## src/rtl/reversible_deque_defines.svh

```systemverilog
// ----------------------------------------------------------------------------
// Reversible deque assertion macros
// Clocked property checks used by the deque RTL; compiled out with ASSERT_OFF.
// ----------------------------------------------------------------------------
`ifndef REVERSIBLE_DEQUE_DEFINES_SVH
`define REVERSIBLE_DEQUE_DEFINES_SVH
`ifndef ASSERT_OFF
// Property checked at every edge outside reset.
`define RDQ_ASSERT(label, clk, rst, prop, msg) \
   label: assert property (@(posedge clk) disable iff (rst) prop) else $error(msg);
// Property checked at every edge, reset included.
`define RDQ_ASSERT_ALWAYS(label, clk, prop, msg) \
   label: assert property (@(posedge clk) prop) else $error(msg);
`else
`define RDQ_ASSERT(label, clk, rst, prop, msg)
`define RDQ_ASSERT_ALWAYS(label, clk, prop, msg)
`endif
`endif

```

## src/rtl/rdq_pkg.sv

```systemverilog
// ----------------------------------------------------------------------------
// Reversible deque package
// Word types, command and status codes, and sizes shared by the deque RTL.
// ----------------------------------------------------------------------------
package rdq_pkg;

   // Default geometry of the element store.
   localparam int DEPTH_DEF      = 64;
   localparam int DATA_WIDTH_DEF = 16;

   // Field widths of the request and response words.
   localparam int CMD_W    = 4;
   localparam int VALUE_W  = 16;
   localparam int DATA_W   = 16;
   localparam int STATUS_W = 2;
   localparam int COUNT_W  = 7;

   // Command queue between the front and back ends.
   localparam int CQ_DEPTH = 2;
   localparam int CQ_PTR_W = (CQ_DEPTH > 1) ? $clog2(CQ_DEPTH) : 1;
   localparam int CQ_CNT_W = $clog2(CQ_DEPTH + 1);

   // Command codes.
   localparam logic [CMD_W-1:0] CMD_PUT_FRONT  = 4'd0;
   localparam logic [CMD_W-1:0] CMD_PUT_BACK   = 4'd1;
   localparam logic [CMD_W-1:0] CMD_TAKE_FRONT = 4'd2;
   localparam logic [CMD_W-1:0] CMD_TAKE_BACK  = 4'd3;
   localparam logic [CMD_W-1:0] CMD_PEEK_FRONT = 4'd4;
   localparam logic [CMD_W-1:0] CMD_PEEK_BACK  = 4'd5;
   localparam logic [CMD_W-1:0] CMD_REVERSE    = 4'd6;
   localparam logic [CMD_W-1:0] CMD_CLEAR      = 4'd7;
   localparam logic [CMD_W-1:0] CMD_DUMP       = 4'd8;

   // Response status codes.
   localparam logic [STATUS_W-1:0] ST_OK    = 2'd0;
   localparam logic [STATUS_W-1:0] ST_EMPTY = 2'd1;
   localparam logic [STATUS_W-1:0] ST_FULL  = 2'd2;

   typedef struct packed {
      logic [CMD_W-1:0]   cmd;
      logic [VALUE_W-1:0] value;
   } req_word_type;

   typedef struct packed {
      logic [DATA_W-1:0]   data;
      logic [STATUS_W-1:0] status;
      logic [COUNT_W-1:0]  count;
      logic                last;
   } rsp_word_type;

   // Operation classes decoded by the front end.
   typedef enum logic [2:0] {
      OP_PUSH,
      OP_POP,
      OP_PEEK,
      OP_REVERSE,
      OP_CLEAR,
      OP_DUMP,
      OP_NOP
   } op_type;

   typedef struct packed {
      op_type             op;
      logic               at_front;
      logic [VALUE_W-1:0] value;
   } op_word_type;

   // Back end sequencer states.
   typedef enum logic [1:0] {
      BK_IDLE,
      BK_POP_OUT,
      BK_DUMP_RD,
      BK_DUMP_OUT
   } back_state_type;

endpackage

```

## src/rtl/rdq_front.sv

```systemverilog
// ----------------------------------------------------------------------------
// Reversible deque front end
// Accepts request words, decodes the command and registers the decoded word.
// ----------------------------------------------------------------------------
module rdq_front import rdq_pkg::*; (
   input  logic         clock,
   input  logic         reset,
   input  logic         req_valid,
   output logic         req_ready,
   input  req_word_type req_word,
   output logic         op_valid,
   input  logic         op_ready,
   output op_word_type  op_word
);

   logic        front_valid_ff, front_valid_in;
   op_word_type front_word_ff, front_word_in;
   op_word_type decoded;
   logic        take;

   // Decode the command into an operation class and its logical end.
   always_comb begin
      decoded.at_front = ~req_word.cmd[0];
      decoded.value    = req_word.value;
      unique case (req_word.cmd)
         CMD_PUT_FRONT, CMD_PUT_BACK:   decoded.op = OP_PUSH;
         CMD_TAKE_FRONT, CMD_TAKE_BACK: decoded.op = OP_POP;
         CMD_PEEK_FRONT, CMD_PEEK_BACK: decoded.op = OP_PEEK;
         CMD_REVERSE:                   decoded.op = OP_REVERSE;
         CMD_CLEAR:                     decoded.op = OP_CLEAR;
         CMD_DUMP:                      decoded.op = OP_DUMP;
         default:                       decoded.op = OP_NOP;
      endcase
   end

   // The stage takes a new word when empty or when its word moves on.
   assign req_ready = ~front_valid_ff | op_ready;
   assign take      = req_valid & req_ready;

   always_comb begin
      front_valid_in = take | (front_valid_ff & ~op_ready);
      front_word_in  = take ? decoded : front_word_ff;
   end

   always_ff @(posedge clock) begin
      if (reset) begin
         front_valid_ff <= 1'b0;
      end else begin
         front_valid_ff <= front_valid_in;
      end
      front_word_ff <= front_word_in;
   end

   assign op_valid = front_valid_ff;
   assign op_word  = front_word_ff;

endmodule

```

## src/rtl/rdq_cmd_fifo.sv

```systemverilog
// ----------------------------------------------------------------------------
// Reversible deque command queue
// Short queue of decoded words between the front and back ends.
// ----------------------------------------------------------------------------
`include "reversible_deque_defines.svh"

module rdq_cmd_fifo import rdq_pkg::*; (
   input  logic        clock,
   input  logic        reset,
   input  logic        in_valid,
   output logic        in_ready,
   input  op_word_type in_word,
   output logic        out_valid,
   input  logic        out_ready,
   output op_word_type out_word
);

   localparam logic [CQ_PTR_W-1:0] LAST_PTR = CQ_PTR_W'(CQ_DEPTH - 1);
   localparam logic [CQ_CNT_W-1:0] FULL_CNT = CQ_CNT_W'(CQ_DEPTH);

   op_word_type         entry_ff [CQ_DEPTH];
   logic [CQ_PTR_W-1:0] wr_ptr_ff, wr_ptr_in;
   logic [CQ_PTR_W-1:0] rd_ptr_ff, rd_ptr_in;
   logic [CQ_CNT_W-1:0] count_ff, count_in;
   logic                push, pop;

   assign in_ready  = (count_ff != FULL_CNT);
   assign out_valid = (count_ff != '0);
   assign out_word  = entry_ff[rd_ptr_ff];
   assign push      = in_valid & in_ready;
   assign pop       = out_valid & out_ready;

   // Pointer and occupancy update.
   always_comb begin
      wr_ptr_in = wr_ptr_ff;
      rd_ptr_in = rd_ptr_ff;
      count_in  = count_ff;
      if (push) begin
         wr_ptr_in = (wr_ptr_ff == LAST_PTR) ? '0 : wr_ptr_ff + 1'b1;
      end
      if (pop) begin
         rd_ptr_in = (rd_ptr_ff == LAST_PTR) ? '0 : rd_ptr_ff + 1'b1;
      end
      if (push & ~pop) begin
         count_in = count_ff + 1'b1;
      end else if (pop & ~push) begin
         count_in = count_ff - 1'b1;
      end
   end

   always_ff @(posedge clock) begin
      if (reset) begin
         wr_ptr_ff <= '0;
         rd_ptr_ff <= '0;
         count_ff  <= '0;
      end else begin
         wr_ptr_ff <= wr_ptr_in;
         rd_ptr_ff <= rd_ptr_in;
         count_ff  <= count_in;
      end
      if (push) begin
         entry_ff[wr_ptr_ff] <= in_word;
      end
   end

   `RDQ_ASSERT(a_cq_count_bound, clock, reset, count_ff <= FULL_CNT, "command queue overfilled")

endmodule

```

## src/rtl/rdq_back.sv

```systemverilog
// ----------------------------------------------------------------------------
// Reversible deque back end
// Holds the ring store and its pointers, executes commands, drives responses.
// ----------------------------------------------------------------------------
`include "reversible_deque_defines.svh"

module rdq_back import rdq_pkg::*; #(
   parameter int DEPTH      = DEPTH_DEF,
   parameter int DATA_WIDTH = DATA_WIDTH_DEF
) (
   input  logic         clock,
   input  logic         reset,
   input  logic         cmd_valid,
   output logic         cmd_ready,
   input  op_word_type  cmd_word,
   output logic         rsp_valid,
   input  logic         rsp_ready,
   output rsp_word_type rsp_word
);

   localparam int IW = $clog2(DEPTH);
   localparam int CW = $clog2(DEPTH + 1);
   localparam logic [CW-1:0] FULL_COUNT = CW'(DEPTH);
   localparam logic [IW-1:0] LAST_SLOT  = IW'(DEPTH - 1);

   // Ring store and its registered read port.
   logic [DATA_WIDTH-1:0] store_mem [DEPTH];
   logic [DATA_WIDTH-1:0] rd_data_ff;
   logic                  mem_we, mem_re;
   logic [IW-1:0]         mem_waddr, mem_raddr;
   logic [DATA_WIDTH-1:0] mem_wdata;

   back_state_type state_ff, state_in;
   logic [IW-1:0]  head_ff, head_in;
   logic [CW-1:0]  fill_ff, fill_in;
   logic           rev_ff, rev_in;
   logic [CW-1:0]  dump_n_ff, dump_n_in;
   logic [CW-1:0]  dump_i_ff, dump_i_in;
   logic           rsp_valid_ff, rsp_valid_in;
   rsp_word_type   rsp_word_ff, rsp_word_in;

   logic           out_free, emit, phys_front, dump_last;
   rsp_word_type   emit_word;
   logic [IW-1:0]  head_dec, head_inc;
   logic [CW-1:0]  dump_off;

   // Physical slot at an offset from a base slot, wrapped around the ring.
   function automatic logic [IW-1:0] slot_of(input logic [IW-1:0] base,
                                              input logic [CW-1:0] off);
      logic [CW:0] sum;
      sum = (CW+1)'(base) + (CW+1)'(off);
      if (sum >= (CW+1)'(DEPTH)) begin
         sum = sum - (CW+1)'(DEPTH);
      end
      return sum[IW-1:0];
   endfunction

   assign out_free   = ~rsp_valid_ff | rsp_ready;
   assign phys_front = cmd_word.at_front ^ rev_ff;
   assign head_dec   = (head_ff == '0) ? LAST_SLOT : head_ff - 1'b1;
   assign head_inc   = (head_ff == LAST_SLOT) ? '0 : head_ff + 1'b1;
   assign dump_off   = rev_ff ? (dump_n_ff - 1'b1 - dump_i_ff) : dump_i_ff;
   assign dump_last  = (dump_i_ff == dump_n_ff - 1'b1);

   // Command sequencer: most commands finish in idle; pops and peeks read, then
   // emit from pop-out; each dumped element passes a read and an emit state.
   always_comb begin
      state_in  = state_ff;
      head_in   = head_ff;
      fill_in   = fill_ff;
      rev_in    = rev_ff;
      dump_n_in = dump_n_ff;
      dump_i_in = dump_i_ff;
      mem_we    = 1'b0;
      mem_waddr = slot_of(head_ff, fill_ff);
      mem_wdata = DATA_WIDTH'(cmd_word.value);
      mem_re    = 1'b0;
      mem_raddr = head_ff;
      emit      = 1'b0;
      emit_word = '0;
      cmd_ready = 1'b0;
      unique case (state_ff)
         BK_IDLE: begin
            cmd_ready = out_free;
            if (cmd_valid && out_free) begin
               emit_word.last = 1'b1;
               unique case (cmd_word.op)
                  OP_PUSH: begin
                     emit = 1'b1;
                     if (fill_ff == FULL_COUNT) begin
                        emit_word.status = ST_FULL;
                        emit_word.count  = COUNT_W'(fill_ff);
                     end else begin
                        mem_we  = 1'b1;
                        fill_in = fill_ff + 1'b1;
                        if (phys_front) begin
                           mem_waddr = head_dec;
                           head_in   = head_dec;
                        end
                        emit_word.status = ST_OK;
                        emit_word.count  = COUNT_W'(fill_ff + 1'b1);
                     end
                  end
                  OP_POP, OP_PEEK: begin
                     if (fill_ff == '0) begin
                        emit             = 1'b1;
                        emit_word.status = ST_EMPTY;
                     end else begin
                        mem_re    = 1'b1;
                        mem_raddr = phys_front ? head_ff : slot_of(head_ff, fill_ff - 1'b1);
                        state_in  = BK_POP_OUT;
                        if (cmd_word.op == OP_POP) begin
                           fill_in = fill_ff - 1'b1;
                           if (phys_front) begin
                              head_in = head_inc;
                           end
                        end
                     end
                  end
                  OP_REVERSE: begin
                     emit            = 1'b1;
                     rev_in          = ~rev_ff;
                     emit_word.count = COUNT_W'(fill_ff);
                  end
                  OP_CLEAR: begin
                     emit    = 1'b1;
                     fill_in = '0;
                  end
                  OP_DUMP: begin
                     if (fill_ff == '0) begin
                        emit             = 1'b1;
                        emit_word.status = ST_EMPTY;
                     end else begin
                        dump_n_in = fill_ff;
                        dump_i_in = '0;
                        fill_in   = '0;
                        state_in  = BK_DUMP_RD;
                     end
                  end
                  default: begin
                     emit            = 1'b1;
                     emit_word.count = COUNT_W'(fill_ff);
                  end
               endcase
            end
         end
         BK_POP_OUT: begin
            if (out_free) begin
               emit             = 1'b1;
               emit_word.data   = DATA_W'(rd_data_ff);
               emit_word.status = ST_OK;
               emit_word.count  = COUNT_W'(fill_ff);
               emit_word.last   = 1'b1;
               state_in         = BK_IDLE;
            end
         end
         BK_DUMP_RD: begin
            mem_re    = 1'b1;
            mem_raddr = slot_of(head_ff, dump_off);
            state_in  = BK_DUMP_OUT;
         end
         BK_DUMP_OUT: begin
            if (out_free) begin
               emit             = 1'b1;
               emit_word.data   = DATA_W'(rd_data_ff);
               emit_word.status = ST_OK;
               emit_word.last   = dump_last;
               dump_i_in        = dump_i_ff + 1'b1;
               state_in         = dump_last ? BK_IDLE : BK_DUMP_RD;
            end
         end
         default: begin
            state_in = BK_IDLE;
         end
      endcase
   end

   // Response register: a new word loads when the old one is gone or taken.
   always_comb begin
      rsp_valid_in = emit | (rsp_valid_ff & ~rsp_ready);
      rsp_word_in  = emit ? emit_word : rsp_word_ff;
   end

   always_ff @(posedge clock) begin
      if (reset) begin
         state_ff     <= BK_IDLE;
         head_ff      <= '0;
         fill_ff      <= '0;
         rev_ff       <= 1'b0;
         rsp_valid_ff <= 1'b0;
      end else begin
         state_ff     <= state_in;
         head_ff      <= head_in;
         fill_ff      <= fill_in;
         rev_ff       <= rev_in;
         rsp_valid_ff <= rsp_valid_in;
      end
      dump_n_ff   <= dump_n_in;
      dump_i_ff   <= dump_i_in;
      rsp_word_ff <= rsp_word_in;
   end

   // Ring store write and registered read.
   always_ff @(posedge clock) begin
      if (mem_we) begin
         store_mem[mem_waddr] <= mem_wdata;
      end
      if (mem_re) begin
         rd_data_ff <= store_mem[mem_raddr];
      end
   end

   assign rsp_valid = rsp_valid_ff;
   assign rsp_word  = rsp_word_ff;

   `RDQ_ASSERT(a_fill_bound, clock, reset, fill_ff <= FULL_COUNT, "fill count beyond depth")
   `RDQ_ASSERT(a_dump_walk, clock, reset, (state_ff == BK_DUMP_RD || state_ff == BK_DUMP_OUT) |-> (fill_ff == '0 && dump_i_ff < dump_n_ff), "dump walk out of range")
   `RDQ_ASSERT(a_reverse_flips, clock, reset, (cmd_valid && cmd_ready && cmd_word.op == OP_REVERSE) |=> (rev_ff != $past(rev_ff)), "reverse flag did not toggle")

endmodule

```

## src/rtl/reversible_deque.sv

```systemverilog
// ----------------------------------------------------------------------------
// Reversible deque
// Bounded double-ended queue in a ring store with a front/back reverse flag.
// ----------------------------------------------------------------------------
//  Channel  Dir  Handshake             Word
//  req      in   req_valid/req_ready   req_word_type (cmd, value)
//  rsp      out  rsp_valid/rsp_ready   rsp_word_type (data, status, count, last)
//
// Push, reverse, clear, ignored codes and commands on an empty deque finish in
// the back-end idle state; a pop or peek of a stored element also passes a
// pop-out state, set by the registered read port of the ring store.
// A dump passes a read and then an emit state for each stored element.
// A word passes the decode stage and command queue, and its response word is
// registered in the back end, after a store read for a pop or peek.
// Reset clears pointers, fill and the reverse flag; the store is not cleared.
// The command queue lets requests keep arriving while responses stall.
module reversible_deque import rdq_pkg::*; #(
   parameter int DEPTH      = DEPTH_DEF,
   parameter int DATA_WIDTH = DATA_WIDTH_DEF
) (
   input  logic         clock,
   input  logic         reset,
   input  logic         req_valid,
   output logic         req_ready,
   input  req_word_type req_word,
   output logic         rsp_valid,
   input  logic         rsp_ready,
   output rsp_word_type rsp_word
);

   logic        dec_valid, dec_ready;
   op_word_type dec_word;
   logic        cmd_valid, cmd_ready;
   op_word_type cmd_word;

   // Decode stage.
   rdq_front u_front (
      .clock     (clock),
      .reset     (reset),
      .req_valid (req_valid),
      .req_ready (req_ready),
      .req_word  (req_word),
      .op_valid  (dec_valid),
      .op_ready  (dec_ready),
      .op_word   (dec_word)
   );

   // Queue of decoded words.
   rdq_cmd_fifo u_cmd_fifo (
      .clock     (clock),
      .reset     (reset),
      .in_valid  (dec_valid),
      .in_ready  (dec_ready),
      .in_word   (dec_word),
      .out_valid (cmd_valid),
      .out_ready (cmd_ready),
      .out_word  (cmd_word)
   );

   // Execution and response.
   rdq_back #(
      .DEPTH      (DEPTH),
      .DATA_WIDTH (DATA_WIDTH)
   ) u_back (
      .clock     (clock),
      .reset     (reset),
      .cmd_valid (cmd_valid),
      .cmd_ready (cmd_ready),
      .cmd_word  (cmd_word),
      .rsp_valid (rsp_valid),
      .rsp_ready (rsp_ready),
      .rsp_word  (rsp_word)
   );

endmodule

```

## config.mk

```make
export PLATFORM = sky130hd
export DESIGN_NAME = reversible_deque
export DESIGN_NICKNAME = d
export VERILOG_FILES = /design/src/rtl/rdq_pkg.sv /design/src/rtl/rdq_front.sv /design/src/rtl/rdq_cmd_fifo.sv /design/src/rtl/rdq_back.sv /design/src/rtl/reversible_deque.sv
export VERILOG_INCLUDE_DIRS = /design/src /design/src/rtl
export SDC_FILE = /design/constraint.sdc
export NUM_CORES = 1
export LEC_CHECK = 0
export BUFFER_PORTS_ARGS = -buffer_cell sky130_fd_sc_hd__buf_2
export CORE_UTILIZATION = 30
export DETAILED_ROUTE_END_ITERATION = 12
export PLACE_DENSITY_LB_ADDON = 0.15
export SYNTH_ARGS = -nofsm -noshare
export SYNTH_HDL_FRONTEND = slang
export SYNTH_SLANG_ARGS = --single-unit
```

## constraint.sdc

```tcl
create_clock -name clock -period 9.75 [get_ports clock]
set_input_delay 0.975 -clock clock [delete_from_list [all_inputs] [get_ports clock]]
set_output_delay 0.975 -clock clock [all_outputs]
set_load 0.01 [all_outputs]
```

==> flow_results.org <==
** Power and ir drop
- VDD sags by at most approximately 150 µV.
- Net switching share of the total power :: approximately a third
- The analysis attributes to cell leakage a power of 0.0184 µW.
- Total power :: 14000 µW
- Cell internal power was estimated by the tool at 9520 µW.
- Sequential cell fraction of total power :: between 40% and 50%
- Power spread over the standard cell area amounts to 254 nW/µm².
- Combinational logic is responsible for 22.2% of the overall power.
- Clock Power Share :: around a third
- Reported net switching power :: between 4000 and 5000 µW

** Timing
- Setup violations remaining at the end of the flow were counted as 0.
- Slew headroom :: about a fifth
- After layout, the worst setup slack is about 3800 ps.
- Final Hold Violating Endpoints :: 0
- Post-Route Skew :: ~48 ps
- At the pin with the least slew margin, the transition time is about 1200 ps.
- The number of pins with negative max-slew slack in the final report was 0.
- In the final timing run, aggregate negative setup slack is 0 ps.
- Highest clock frequency the design can meet :: roughly 170 MHz
- The worst path in the final design needs a cycle of between 5000 and 6000 ps, including I/O delays and setup.
- Post-route fraction of the period consumed by the critical path :: just over 60%
- Setup repair after global routing missed its margin :: no
- Final hold analysis gives a worst-case slack of approximately 390 ps.

** Synth
- Of the total synthesized cell area, the portion taken by AND, OR, NAND and NOR gates is under 10%.
- Synthesized area per cell :: approximately 14 µm²
- The number of nets handed over by synthesis was about 3400.
- Summing the areas of all compound-gate instances in the mapped netlist gives a little under a tenth of the synthesized area.
- Mapped cell area :: 48100 µm²
- Summing the areas of all fa, ha and maj instances in the mapped netlist gives less than 1% of the synthesized area.
- Primary flip-flop cell chosen by synthesis mapping :: edfxtp_1
- Summing the sequential cell areas from Yosys gives between 70% and 80% of the chip area.
- The synthesized design contains 1140 enable-type register cells.
- By area, the combinational part of the netlist is dominated by simple AND/OR/NAND/NOR gates.
- Synthesis handed over a netlist of ~3400 instances.
- Async set-reset flop share out of synthesis :: 0%
- Multiplexer share of the synthesized area :: under 10%
- Unique masters post-synth :: 84
- Counting flops and latches in the post-synthesis netlist gives ~1200.
- After Yosys synthesis, XOR and XNOR cells account for 0.705% of the synthesized area.
- During synthesis, Yosys emitted a total of 0 warnings.

** Global routing
- Global-route wire length before repair :: 205 mm
- Vias in the first global route :: approximately 28000
- The initial antenna violation count was 5.
- Entering global routing, the biggest net connects between 100 and 150 pins.
- Summed over all layers, the global routing overflow is 0.
- Global-route total usage across every layer :: 17.5%

** Placed design
- Detailed placement ended at an HPWL of approximately 83 mm.
- Gp weighted congestion :: between 0.7 and 0.8
- Once placement completed, the tool counted placed cells totaling around 5400.
- Buffers placed on the I/O ports in this run total a little over 50.
- Worst Setup Slack post-DPL :: about 3600 ps

** Routing
- The detailed router finished its first iteration with 2504 violations.
- Before antenna repair, the detailed router went through 8 iterations.
- The count of nets left with antenna violations once routing finished came out at 0.
- After detailed routing, the average wire length per cell comes to approximately 25 µm.
- Dividing the detail-routed via count by the number of cells gives just over 5.
- For this run, design rule violations remaining after detail routing come to 0.
- Wirelength, routed :: ~140 mm
- Detailed routing inserted a total of roughly 28000 vias.

** Flow run
- Count of max-cap constraint violations :: 0

** Clock network
- Number of buffers created by CTS :: 133
- After clock tree synthesis, the repair step resized 0 gates.
- Buffer type at the clock tree root :: clkbuf_16
- Maximum buffer depth of the clock tree :: 3
- After clock tree synthesis, the setup repair step added 0 buffers.
- Sink Count :: 1163
- TritonCTS built the clock tree.
- Hold repair after CTS inserted 0 buffers.
- Clock-pin slew was measured on the worst setup and hold paths at 60 ps.
- Clock latency on the worst-skew pair, taken at its later pin, is 780 ps.
- CTS H-tree lvls :: 4

** Worst setup path
- The worst setup path is captured at a flip-flop.
- Worst endpoint required time :: between 10000 and 15000 ps
- Counting cells, the worst reg-to-reg path comes to 16.
- In this run the critical register-to-register path is captured at u_back.rd_data_ff[5]$_DFFE_PP_.
- Critical Path End :: u_back.rd_data_ff[5]$_DFFE_PP_
- STA classifies the critical path startpoint as a flip-flop.
- R2R setup slack :: around 3800 ps
- Critical path data arrival time :: 6560 ps
- Category of the most critical setup path :: reg -> reg
- Launch point of the critical path :: u_back.dump_n_ff[0]$_DFFE_PP_
- Max FO, Critical Path :: 125
- Worst flop-to-flop path startpoint :: u_back.dump_n_ff[0]$_DFFE_PP_

** Finish
- Fill cell instance count of the final layout :: roughly 15000
- Area growth syn-to-layout :: 14.5%
- The count of cells in the finished layout, fillers not included, comes to about 5600.
- In the final design database the tool counted around 3500 nets.
- Fraction of layout cells with a size suffix above 1 :: around an eighth

** Die
- The die covers about 160000 µm².
- The core region is about 160000 µm².
- Width of the die :: just over 400 µm
- For this design the top-level I/O count stands at 52.
- Measured along the y axis, the die boundary spans 402 µm.
- The floorplan has about 150 rows.
- Starting utilization of the core area :: between 30% and 40%

** Outcome
- The run finished with clean final reports.

** Min path
- In this run the worst hold path is classified as in -> reg.
-- how the worst min path moves through the flow --
stage | startpoint | to | slack [ps] | depth (start not counted)
5_1_grt | req_word[8] | u_front.op_word[8]$_DFFE_PP_ | 350 | 1
6_report | req_word[10] | u_front.op_word[10]$_DFFE_PP_ | 390 | 1
3_5_place_dp | u_front.op_word[17]$_DFFE_PP_ | u_cmd_fifo.entry_ff[0][17]$_DFFE_PP_ | 430 | 0
4_1_cts | req_word[8] | u_front.op_word[8]$_DFFE_PP_ | 320 | 1
2_1_floorplan | u_front.op_word[0]$_DFFE_PP_ | u_cmd_fifo.entry_ff[0][0]$_DFFE_PP_ | 420 | 0
3_3_place_gp | u_front.op_word[5]$_DFFE_PP_ | u_cmd_fifo.entry_ff[0][5]$_DFFE_PP_ | 420 | 0
-- layout make-up --
| cell class | instances | area (µm²) | share of cell area [%] |
|---|---|---|---|
| Clock inverter | 61 | 676 | 1.23 |
| Sequential cell | 1163 | 34700 | 63.0 |
| Tap cell | 2072 | 2590 | 4.71 |
| Inverter | 46 | 173 | 0.314 |
| Clock buffer | 168 | 3470 | 6.30 |
| Timing Repair Buffer | 147 | 1060 | 1.93 |
| Antenna cell | 3 | 7.51 | 0.0136 |
| Multi-Input combinational cell | 1955 | 12400 | 22.5 |
-- synth_stat cells (all sizes together) (7+ instances only) --
| cell | instances | area share (%) |
|---|---|---|
| and4b | 16 | 0.33 |
| nor2b | 7 | 0.091 |
| nand2 | 589 | 4.6 |
| dfxtp | 23 | 0.96 |
| edfxtp | 1140 | 71 |
| nand3 | 152 | 1.6 |
| a32o | 33 | 0.69 |
| a211oi | 40 | 0.80 |
| a22oi | 20 | 0.31 |
| buf | 118 | 1.3 |
| nand2b | 7 | 0.091 |
| a21oi | 168 | 1.7 |
| or3 | 11 | 0.14 |
| nor3 | 19 | 0.23 |
| o22ai | 35 | 0.59 |
| a311oi | 17 | 0.31 |
| xor2 | 10 | 0.18 |
| ha | 29 | 0.75 |
| o21ai | 66 | 0.69 |
| a2111oi | 14 | 0.26 |
| o31ai | 9 | 0.14 |
| a31oi | 62 | 0.81 |
| o211a | 19 | 0.40 |
| a221o | 32 | 0.67 |
| and3 | 57 | 0.74 |
| a32oi | 15 | 0.27 |
| clkbuf | 100 | 0.79 |
| inv | 46 | 0.36 |
| nor2 | 145 | 1.2 |
| a221oi | 48 | 0.87 |
| xnor2 | 27 | 0.52 |
| mux2i | 180 | 3.8 |
| mux2 | 53 | 1.2 |
-- critical path, cell delays in order, from the launching register on --
cell and delay (ps):
edfxtp_1 440, inv_1 70, ha_1 330, fa_1 460, a21oi_1 270, inv_1 90
fa_1 480, nor2_1 60, a21oi_2 120, buf_4 340, nand3_4 570, buf_12 480
mux2i_1 200, a2111oi_0 1050, a31oi_1 170, and4b_1 360, a211oi_2 200
-- per-stage QoR --
step           utilization (%)  cell area (µm²)
2_1_floorplan                -            48100
3_3_place_gp              32.1            50900
3_5_place_dp              32.1            50900
4_1_cts                   34.7            55000
5_1_grt                   34.7            55000
6_report                  34.7            55000
-- kinds of logic after synthesis --
group,Yosys count
adder cells (fa/ha/maj),33
AND/OR/NAND/NOR,1033
buffers and inverters,264
multiplexers,234
AO/OA/AOI/OAI,618
flip-flops,1163
XOR/XNOR,37
-- layout by cell type (no fill, tap or decap), types with 9 or more instances in the layout --
cell	synthesis	final
o21ai_0	64	63
edfxtp_1	1140	1140
nor2_2	2	23
a32o_1	33	33
o31ai_1	9	9
mux2i_1	179	179
and3_1	57	56
a221oi_1	48	48
a221o_1	32	32
a31oi_1	62	62
buf_2	93	51
clkinv_2	0	15
a21oi_1	168	166
nand2_1	589	589
clkinv_1	0	23
a2111oi_0	14	14
clkbuf_16	0	133
clkbuf_1	98	34
a211oi_1	23	23
nor3_1	17	16
o22ai_2	10	10
inv_1	44	44
ha_1	29	29
a32oi_1	15	15
nor2_1	142	121
o22ai_1	25	25
mux2_2	53	53
and4b_1	16	16
nand3_1	152	151
a311oi_1	17	17
a211oi_2	17	16
or3_1	11	11
dfxtp_1	23	23
buf_4	11	89
xnor2_1	25	25
a22oi_1	20	20
o211a_1	18	17
xor2_1	10	10
-- routing by layer --
| metal | part of all wire, % | GRT usage (%) | vias up |
|---|---|---|---|
| met4 | 2.0 | 4.85 | 0 |
| met5 | 0 | 0 | - |
| met2 | 46 | 26.9 | 655 |
| met1 | 47 | 25.0 | 14500 |
| li1 | - | - | 13100 |
| met3 | 5.3 | 3.28 | 154 |
-- state kept, by name (all words and copies together), names as in the netlist, named ones only --
signal and flops:
u_back.dump_n_ff 7, u_cmd_fifo.rd_ptr_ff 1, u_back.rev_ff 1, u_back.rsp_valid 1, u_back.state_ff 2, u_cmd_fifo.entry_ff 40
u_front.op_word 20, u_back.rd_data_ff 16, u_back.head_ff 6, u_back.dump_i_ff 7, u_front.op_valid 1, u_back.fill_ff 7
u_back.store_mem 1024, u_cmd_fifo.count_ff 2, u_cmd_fifo.wr_ptr_ff 1, u_back.rsp_word 26
-- power groups by stage --
stage / clock network (µW) / logic (µW) / registers [µW]
final: 4780 / 3100 / 6080
after global routing: 5100 / 3340 / 6090
after CTS: 4920 / 3150 / 6070
after detailed placement: 0 / 3140 / 6180
after global placement: 0 / 3140 / 6180
after floorplan: 0 / 1840 / 6130
Power figures use the tool's default switching activity.
